==> src/design/mscb_pkg.sv <==
// Package for the midpoint segment/box clip unit.
// Shared types, outcode bits, clip codes, register indexes and geometry helpers.
// No dependencies.
`timescale 1ns / 1ps

package mscb_pkg;

	// stack of pending half segments
	localparam int STACK_DEPTH = 18;
	localparam int LVL_W       = $clog2(STACK_DEPTH + 1);
	localparam int ADDR_W      = $clog2(STACK_DEPTH);

	// outcode bits
	localparam logic [5:0] OC_XHI = 6'h08;
	localparam logic [5:0] OC_XLO = 6'h04;
	localparam logic [5:0] OC_YHI = 6'h02;
	localparam logic [5:0] OC_YLO = 6'h01;
	localparam logic [5:0] OC_ZHI = 6'h20;
	localparam logic [5:0] OC_ZLO = 6'h10;
	localparam logic [5:0] OC_NONE = 6'h00;

	// configuration register indexes
	localparam logic [2:0] REG_MIN_X = 3'd0;
	localparam logic [2:0] REG_MIN_Y = 3'd1;
	localparam logic [2:0] REG_MIN_Z = 3'd2;
	localparam logic [2:0] REG_MAX_X = 3'd3;
	localparam logic [2:0] REG_MAX_Y = 3'd4;
	localparam logic [2:0] REG_MAX_Z = 3'd5;

	typedef enum logic [1:0] {
		CODE_REJECT  = 2'd0,
		CODE_BOTH_IN = 2'd1,
		CODE_A_IN    = 2'd2,
		CODE_B_IN    = 2'd3
	} clip_code_t;

	typedef struct packed {
		logic signed [15:0] x;
		logic signed [15:0] y;
		logic signed [15:0] z;
	} vec3_t;

	typedef struct packed {
		vec3_t lo;
		vec3_t hi;
	} box_t;

	// one pending half segment on the stack
	typedef struct packed {
		vec3_t start_pt;
		vec3_t end_pt;
	} entry_t;

	// input beat as handed to the engine
	typedef struct packed {
		vec3_t a;
		vec3_t b;
		logic  want;
	} seg_t;

	typedef struct packed {
		clip_code_t code;
		vec3_t      pt;
	} result_t;

	typedef struct packed {
		logic             busy;
		logic [LVL_W-1:0] level;
	} status_t;

	function automatic logic [5:0] outcode(vec3_t p, box_t bx);
		logic [5:0] f;
		f = OC_NONE;
		if (p.x > bx.hi.x) f = f | OC_XHI;
		else if (p.x < bx.lo.x) f = f | OC_XLO;
		if (p.y > bx.hi.y) f = f | OC_YHI;
		else if (p.y < bx.lo.y) f = f | OC_YLO;
		if (p.z > bx.hi.z) f = f | OC_ZHI;
		else if (p.z < bx.lo.z) f = f | OC_ZLO;
		return f;
	endfunction

	// floor((p+q)/2) per coordinate; 17-bit sum, drop the low bit
	function automatic vec3_t midpoint(vec3_t p, vec3_t q);
		logic [16:0] sx;
		logic [16:0] sy;
		logic [16:0] sz;
		vec3_t       m;
		sx = {p.x[15], p.x} + {q.x[15], q.x};
		sy = {p.y[15], p.y} + {q.y[15], q.y};
		sz = {p.z[15], p.z} + {q.z[15], q.z};
		m.x = sx[16:1];
		m.y = sy[16:1];
		m.z = sz[16:1];
		return m;
	endfunction

endpackage

==> src/design/midpoint_segment_box_clip_unit.sv <==
// Top level of the midpoint segment/box clip unit: box registers, engine, result register.
// Depends on mscb_pkg, mscb_engine (which holds mscb_ram).
//
//  channel  | handshake           | payload
//  ---------+---------------------+-----------------------------------------
//  input    | in_valid / in_stall | a_x a_y a_z b_x b_y b_z find_point
//  output   | out_valid/out_stall | clip_code point_x point_y point_z
//  config   | cfg_we              | cfg_idx cfg_wdata
//
// One segment at a time. A trivial case goes from the evaluation state to the finish state,
// where the result register takes it when free and the engine returns to idle for the next
// beat. Each split level pushes a half in the evaluation state; each backtrack also passes
// the load state, as the stack RAM read is registered. Each bisection step is a midpoint,
// then an outcode test, up to about 17 steps. A new segment is taken while a result waits.
// Reset clears the box to zero and the control state; the stack RAM is not cleared.
`timescale 1ns / 1ps

module midpoint_segment_box_clip_unit import mscb_pkg::*; (
	input  logic               clk,
	input  logic               arst_n,
	input  logic               in_valid,
	output logic               in_stall,
	input  logic signed [15:0] a_x,
	input  logic signed [15:0] a_y,
	input  logic signed [15:0] a_z,
	input  logic signed [15:0] b_x,
	input  logic signed [15:0] b_y,
	input  logic signed [15:0] b_z,
	input  logic               find_point,
	output logic               out_valid,
	input  logic               out_stall,
	output logic [1:0]         clip_code,
	output logic signed [15:0] point_x,
	output logic signed [15:0] point_y,
	output logic signed [15:0] point_z,
	input  logic               cfg_we,
	input  logic [2:0]         cfg_idx,
	input  logic [15:0]        cfg_wdata
);

	box_t    box_q;
	seg_t    seg;
	result_t eng_res;
	result_t res_q;
	status_t status;
	logic    eng_done;
	logic    res_take;
	logic    out_valid_q;
	logic    start;

	// box registers
	always_ff @(posedge clk or negedge arst_n) begin
		if (!arst_n) begin
			box_q <= '0;
		end else if (cfg_we) begin
			case (cfg_idx)
				REG_MIN_X: box_q.lo.x <= cfg_wdata;
				REG_MIN_Y: box_q.lo.y <= cfg_wdata;
				REG_MIN_Z: box_q.lo.z <= cfg_wdata;
				REG_MAX_X: box_q.hi.x <= cfg_wdata;
				REG_MAX_Y: box_q.hi.y <= cfg_wdata;
				REG_MAX_Z: box_q.hi.z <= cfg_wdata;
				default: ;
			endcase
		end
	end

	assign in_stall = status.busy;
	assign start    = in_valid && !in_stall;

	assign seg.a.x  = a_x;
	assign seg.a.y  = a_y;
	assign seg.a.z  = a_z;
	assign seg.b.x  = b_x;
	assign seg.b.y  = b_y;
	assign seg.b.z  = b_z;
	assign seg.want = find_point;

	mscb_engine u_engine (
		.clk      (clk),
		.arst_n   (arst_n),
		.box      (box_q),
		.start    (start),
		.seg      (seg),
		.res_take (res_take),
		.res_done (eng_done),
		.res      (eng_res),
		.status   (status)
	);

	// result register; free when empty or being taken this cycle
	assign res_take = !out_valid_q || !out_stall;

	always_ff @(posedge clk or negedge arst_n) begin
		if (!arst_n) begin
			out_valid_q <= 1'b0;
		end else if (eng_done && res_take) begin
			out_valid_q <= 1'b1;
		end else if (!out_stall) begin
			out_valid_q <= 1'b0;
		end
	end

	always_ff @(posedge clk) begin
		if (eng_done && res_take) begin
			res_q <= eng_res;
		end
	end

	assign out_valid = out_valid_q;
	assign clip_code = res_q.code;
	assign point_x   = res_q.pt.x;
	assign point_y   = res_q.pt.y;
	assign point_z   = res_q.pt.z;

	// no crossing point reported for rejected or fully inside segments
	a_no_point: assert property (@(posedge clk) disable iff (!arst_n)
		out_valid && (clip_code == CODE_REJECT || clip_code == CODE_BOTH_IN)
		|-> point_x == '0 && point_y == '0 && point_z == '0)
		else $error("point set for a code without a crossing");

	// an accepted beat keeps the engine busy on the next cycle
	a_busy_after_start: assert property (@(posedge clk) disable iff (!arst_n)
		start |=> in_stall)
		else $error("engine idle right after accepting a beat");

	// the stack never holds more than its depth
	a_level_bound: assert property (@(posedge clk) disable iff (!arst_n)
		status.level <= LVL_W'(STACK_DEPTH))
		else $error("stack level beyond depth");

	// a rejection only comes once the stack of pending halves is empty
	a_reject_empty: assert property (@(posedge clk) disable iff (!arst_n)
		eng_done && eng_res.code == CODE_REJECT |-> status.level == '0)
		else $error("rejected with halves still pending");

endmodule

==> src/design/mscb_ram.sv <==
// Generic single-write, single-read synchronous RAM with registered read data.
// No dependencies.
`timescale 1ns / 1ps

module mscb_ram #(
	parameter int WIDTH = 96,
	parameter int DEPTH = 18,
	localparam int AW   = $clog2(DEPTH)
) (
	input  logic             clk,
	input  logic             wr_en,
	input  logic [AW-1:0]    wr_addr,
	input  logic [WIDTH-1:0] wr_data,
	input  logic             rd_en,
	input  logic [AW-1:0]    rd_addr,
	output logic [WIDTH-1:0] rd_data
);

	logic [WIDTH-1:0] mem [DEPTH];

	always_ff @(posedge clk) begin
		if (wr_en) begin
			mem[wr_addr] <= wr_data;
		end
	end

	always_ff @(posedge clk) begin
		if (rd_en) begin
			rd_data <= mem[rd_addr];
		end
	end

endmodule

==> src/design/mscb_engine.sv <==
// Clip sequencer: outcode tests, depth-first split over a stack RAM, bisection.
// Depends on mscb_pkg and mscb_ram.
`timescale 1ns / 1ps

module mscb_engine import mscb_pkg::*; (
	input  logic    clk,
	input  logic    arst_n,
	input  box_t    box,
	input  logic    start,
	input  seg_t    seg,
	input  logic    res_take,
	output logic    res_done,
	output result_t res,
	output status_t status
);

	typedef enum logic [5:0] {
		S_IDLE  = 6'b000001,
		S_EVAL  = 6'b000010,
		S_LOAD  = 6'b000100,
		S_BMID  = 6'b001000,
		S_BTEST = 6'b010000,
		S_FIN   = 6'b100000
	} state_t;

	state_t           state_q;
	logic [LVL_W-1:0] level_q;
	vec3_t            a_q;
	vec3_t            b_q;
	vec3_t            ins_q;
	vec3_t            outs_q;
	vec3_t            mid_q;
	logic             want_q;
	clip_code_t       code_q;
	vec3_t            pt_q;

	logic [5:0]       fa;
	logic [5:0]       fb;
	logic [5:0]       fm;
	vec3_t            h;
	logic             pop_cond;
	logic [LVL_W-1:0] level_dec;
	logic             wr_en;
	logic             rd_en;
	entry_t           wr_entry;
	logic [$bits(entry_t)-1:0] rd_raw;
	entry_t           rd_entry;

	// shared geometry for the segment under test and for the bisection midpoint
	always_comb begin
		fa        = outcode(a_q, box);
		fb        = outcode(b_q, box);
		fm        = outcode(mid_q, box);
		h         = midpoint(a_q, b_q);
		pop_cond  = ((fa & fb) != OC_NONE) || (h == a_q) || (h == b_q);
		level_dec = level_q - 1'b1;
		wr_entry.start_pt = h;
		wr_entry.end_pt   = b_q;
		rd_entry  = entry_t'(rd_raw);
	end

	// stack strobes; a pop always comes in a later cycle than the matching push
	assign wr_en = (state_q == S_EVAL) && (fa != OC_NONE) && (fb != OC_NONE) && !pop_cond
		&& (level_q < LVL_W'(STACK_DEPTH));
	assign rd_en = (state_q == S_EVAL) && (fa != OC_NONE) && (fb != OC_NONE) && pop_cond
		&& (level_q != '0);

	mscb_ram #(
		.WIDTH ($bits(entry_t)),
		.DEPTH (STACK_DEPTH)
	) u_stack (
		.clk     (clk),
		.wr_en   (wr_en),
		.wr_addr (level_q[ADDR_W-1:0]),
		.wr_data (wr_entry),
		.rd_en   (rd_en),
		.rd_addr (level_dec[ADDR_W-1:0]),
		.rd_data (rd_raw)
	);

	// control state
	always_ff @(posedge clk or negedge arst_n) begin
		if (!arst_n) begin
			state_q <= S_IDLE;
			level_q <= '0;
		end else begin
			case (state_q)
				S_IDLE: begin
					if (start) begin
						state_q <= S_EVAL;
						level_q <= '0;
					end
				end
				S_EVAL: begin
					if (fa == OC_NONE || fb == OC_NONE) begin
						if (fa != OC_NONE || fb != OC_NONE) begin
							state_q <= want_q ? S_BMID : S_FIN;
						end else begin
							state_q <= S_FIN;
						end
					end else if (pop_cond) begin
						if (level_q == '0) begin
							state_q <= S_FIN;
						end else begin
							level_q <= level_dec;
							state_q <= S_LOAD;
						end
					end else if (wr_en) begin
						level_q <= level_q + 1'b1;
					end
				end
				S_LOAD:  state_q <= S_EVAL;
				S_BMID:  state_q <= S_BTEST;
				S_BTEST: begin
					if (mid_q == ins_q || mid_q == outs_q) begin
						state_q <= S_FIN;
					end else begin
						state_q <= S_BMID;
					end
				end
				S_FIN: begin
					if (res_take) begin
						state_q <= S_IDLE;
					end
				end
				default: state_q <= S_IDLE;
			endcase
		end
	end

	// datapath registers
	always_ff @(posedge clk) begin
		case (state_q)
			S_IDLE: begin
				if (start) begin
					a_q    <= seg.a;
					b_q    <= seg.b;
					want_q <= seg.want;
					pt_q   <= '0;
					code_q <= CODE_REJECT;
				end
			end
			S_EVAL: begin
				if (fa == OC_NONE && fb == OC_NONE) begin
					code_q <= CODE_BOTH_IN;
				end else if (fb == OC_NONE) begin
					code_q <= CODE_B_IN;
					ins_q  <= b_q;
					outs_q <= a_q;
				end else if (fa == OC_NONE) begin
					code_q <= CODE_A_IN;
					ins_q  <= a_q;
					outs_q <= b_q;
				end else if (pop_cond) begin
					code_q <= CODE_REJECT;
				end else begin
					b_q <= h;
				end
			end
			S_LOAD: begin
				a_q <= rd_entry.start_pt;
				b_q <= rd_entry.end_pt;
			end
			S_BMID: mid_q <= midpoint(ins_q, outs_q);
			S_BTEST: begin
				if (mid_q == ins_q || mid_q == outs_q) begin
					pt_q <= mid_q;
				end else if (fm == OC_NONE) begin
					ins_q <= mid_q;
				end else begin
					outs_q <= mid_q;
				end
			end
			default: ;
		endcase
	end

	assign res_done      = (state_q == S_FIN);
	assign res.code      = code_q;
	assign res.pt        = pt_q;
	assign status.busy   = (state_q != S_IDLE);
	assign status.level  = level_q;

endmodule
==> config.mk <==
export PLATFORM = sky130hd
export DESIGN_NAME = midpoint_segment_box_clip_unit
export DESIGN_NICKNAME = d
export VERILOG_FILES = /design/src/design/mscb_pkg.sv /design/src/design/midpoint_segment_box_clip_unit.sv /design/src/design/mscb_ram.sv /design/src/design/mscb_engine.sv
export SDC_FILE = /design/constraint.sdc
export NUM_CORES = 2
export LEC_CHECK = 0
export ABC_CLOCK_PERIOD_IN_PS = 23600
export BUFFER_PORTS_ARGS = -buffer_cell sky130_fd_sc_hd__buf_2
export CAP_MARGIN = 5
export CORE_MARGIN = 8
export CORE_UTILIZATION = 45
export CTS_CLUSTER_SIZE = 30
export DETAILED_ROUTE_END_ITERATION = 10
export HOLD_SLACK_MARGIN = 0.12
export PLACE_DENSITY = 0.58
export REMOVE_ABC_BUFFERS = 1
export SETUP_SLACK_MARGIN = 0.05
export SLEW_MARGIN = 20
export SYNTH_ARGS = -nofsm -noshare
export SYNTH_HDL_FRONTEND = slang
export SYNTH_HIERARCHICAL = 1
export SYNTH_SLANG_ARGS = --single-unit
==> constraint.sdc <==
create_clock -name clk -period 23.6 [get_ports clk]
set_clock_uncertainty 0.15 [all_clocks]
set_input_delay 2.36 -clock clk [delete_from_list [all_inputs] [get_ports clk]]
set_output_delay 2.36 -clock clk [all_outputs]
set_load 0.01 [all_outputs]
==> impl_metrics.tcl <==
set metrics [dict create \
    io_buffers 172 \
    yosysWarnings 6 \
    worstSetupEndpointType "register" \
    power_leakage_nw 41.1 \
    synth_area_sq_mm 0.103 \
    vias_per_cell 6.11 \
    synth.distinct_cells 110 \
    grt_pass1_wl_microns 450000 \
    coreArea_sq_mm 0.227 \
    arrival_ps 9260 \
    maxSlewViolCount 0 \
    initial_core_util_pct 45.2 \
    dp.cells 9479 \
    first_pass_iters 6 \
    synth_area_per_cell_sq_um 16.0 \
    ir_worst_vdd_uv 141 \
    internal_power_mw 9.83 \
    setup_viol 0 \
    reg2reg_from "u_engine/b_q[18]" \
    fin_crit_ps 8910 \
    comb_power_share_pct 41.1 \
    r2r_setup_slack_ps 14690 \
    yosysSeqAreaShare_pct 66.0 \
    drive_above_1_share_pct 18.9 \
    reg2reg_depth 17 \
    ant_nets 0 \
    cts.sinks 2273 \
    place_area_sq_mm 0.108 \
    power.switching_mw 6.38 \
    die_area_sq_mm 0.244 \
    final_cell_area_sq_mm 0.115 \
    seqPwrFrac_pct 36.5 \
    dpl.hpwl_microns 206000 \
    fin_util_pct 50.7 \
    num_rows 175 \
    cts_inserted_buffers 230 \
    overflow 0 \
    startpoint_type "register" \
    io_pins 173 \
    clk_pin_slew_worst_paths_ps 60 \
    layout_setup_ws_ps 14690 \
    grt_antenna_before_repair 13 \
    worstSetupPathType "register to register" \
    dr_total_vias 60592 \
    place_worst_setup_slack_ps 14580 \
    die_w_microns 494 \
    crit_fanout 44 \
    clockBufferDepth 3 \
    hold_viol_final 0 \
    place.gp.congestion 0.945 \
    grt_pass1_vias 59629 \
    grt_usage_pct 25.8 \
    crit_required_ps 23950 \
    fp.dieH_microns 494 \
    drtIter0Drc 6317 \
    layout_commonest_cell "edfxtp_1" \
    hold_path_startpoint "u_engine/res[9]" \
    ctsResizeCount 0 \
    fin_setup_tns_ps 0 \
    synth-async-reset-ratio_pct 4.75 \
    drcViolationCount 0 \
    r2r-end "u_engine/u_stack/mem[8][8]" \
    cts_root_buffer "clkbuf_16" \
    wl_microns 322000 \
    grt_max_degree 134 \
    wl_per_cell_microns 32.5 \
    status "finished clean" \
    final_net_count 7200 \
    hp-class "register to register" \
    post_cts.repair.setup_buffers 0 \
    holdPathStages 0 \
    maxCapViolations 0 \
    period_share_pct 37.7 \
    rsz0062_at_grt "no" \
    stdcell_count 9914 \
    cts_tree "done" \
    p_clk_share_pct 22.3 \
    min_to "point_z[9]" \
    syn-instance-count 6420 \
    h-tree-depth 4 \
    mostFrequentLayoutCells "2165 x edfxtp_1, 371 x ha_1, 368 x mux2i_1" \
    synth_edf_count 2165 \
    switching_share_pct 39.4 \
    ctsHoldBuffers 0 \
    worst_slew_pin_slew_ps 1210 \
    power_density_mw_per_mm2 141 \
    fmax_mhz 112 \
    clkLatencyLatePin_ps 940 \
    area_delta_synth_final_pct 12.2 \
    ys_ff_latch 2273 \
    maxSlewHeadroom_pct 18.3 \
    synth_flop_cell "edfxtp_1" \
]
## synthesized netlist by cell type, types with 16 or more instances
cell       instances  area, sq um
buf_4             26          195
a221oi_1         105          920
nand2_1          303         1140
ha_1             371         4640
a21o_1            67          503
nor3_1            48          240
o21ai_1          100          500
nand2b_1          39          244
and3_1            23          144
mux2_2           244         2750
o21ai_0          134          671
nand4_1           67          419
a22oi_1           51          383
a21oi_1          256         1280
a31oi_1           17          106
edfxtp_1        2165        65000
mux4_2           288         6490
nor3b_1           23          173
o211ai_1         117          878
dfrtp_1          107         2680
xor2_1            78          683
buf_2             89          445
and2_1            69          432
nand3_1           59          295
o21a_1            22          165
nor4_1            42          263
clkbuf_1         138          518
a211oi_1          26          195
o2111ai_1         16          140
nand3b_1          20          150
a2111oi_0         20          175
nor2b_1           49          307
inv_1            213          800
nor2_1           223          837
mux2i_1          368         3680
xnor2_1          131         1150
buf_6             22          248
## how the worst max path moves through the flow
stage / start / endpoint / slack, ps / depth (start not counted)
after global routing: u_engine/b_q[18] / u_engine/u_stack/mem[8][8] / 14430 / 17
after detailed placement: u_engine/b_q[18] / u_engine/u_stack/mem[8][16] / 14580 / 16
after floorplan: u_engine/level_q[0] / u_engine/u_stack/rd_data[0] / -19490 / 6
final: u_engine/b_q[18] / u_engine/u_stack/mem[8][8] / 14690 / 17
after CTS: u_engine/b_q[18] / u_engine/u_stack/mem[8][8] / 14530 / 16
after global placement: u_engine/b_q[18] / u_engine/u_stack/mem[8][16] / 14840 / 16
## layer usage
layer  up-vias  part of all wire (%)  track usage [%]
met5         -                0.0087                0
met4         4                   4.1             9.42
met3       470                   6.7             3.74
met2      2393                    46             41.2
met1     31619                    43             36.4
li1      26106                     -                -
## cell families (layout without fill, tap and decap cells)
kind of cell / after synthesis / in the layout / synth area share [%]
compound gates: 1082 / 1082 / 7.10
xor+xnor: 225 / 225 / 2.13
fa+ha+maj: 377 / 377 / 4.64
buf+inv: 503 / 984 / 2.22
flops: 2273 / 2273 / 66.0
mux: 903 / 903 / 12.6
other cells: 0 / 4 / 0
simple gates: 1057 / 1057 / 5.30
## sequential cells by signal, indices dropped and copies added, names as in the netlist, 5 cells and up
register                  cells
box_q                        96
point_x                      16
point_y                      16
point_z                      16
u_engine/a_q                 48
u_engine/b_q                 48
u_engine/ins_q               48
u_engine/level_q              5
u_engine/mid_q               48
u_engine/outs_q              48
u_engine/res                 48
u_engine/state_q              6
u_engine/u_stack/mem       1728
u_engine/u_stack/rd_data     96
## power groups by stage
stage / Combinational (mW) / Clock, mW / Sequential [mW]
after detailed placement: 6.61 / 0 / 6.00
final: 6.67 / 3.62 / 5.92
after global routing: 7.07 / 3.84 / 5.94
after CTS: 6.63 / 3.69 / 5.92
after global placement: 6.56 / 0 / 5.99
after floorplan: 5.26 / 0 / 6.06
## per-stage QoR
stage / total power [mW] / hold slack, ps
2_1_floorplan: 11.3 / 250
3_3_place_gp: 12.5 / 251
3_5_place_dp: 12.6 / 255
4_1_cts: 16.2 / 239
5_1_grt: 16.8 / 260
6_report: 16.2 / 237
## layout make-up
type / instances / area (sq um)
antenna: 4 / 10.0
timing repair buffer: 340 / 2260
inverter: 213 / 815
tap: 3009 / 3760
clock inverter: 154 / 1610
clock buffer: 277 / 5940
sequential: 2273 / 67700
multi-input combinational: 3644 / 33000
fill: 18825 / 112000
## worst max-delay path, stage by stage (launching register included)
cell and delay [ps]:
edfxtp_1 800, ha_1 630, nor2b_1 300, o221a_1 550, o2111ai_4 230, a21oi_1 780
a21oi_1 150, buf_4 250, xnor2_1 140, nand3b_1 170, nor4_4 100, or2_2 310
or4_1 640, a21oi_1 310, or3b_2 610, nor2_4 600, buf_4 750, buf_4 840
Power figures use the tool's default switching activity.
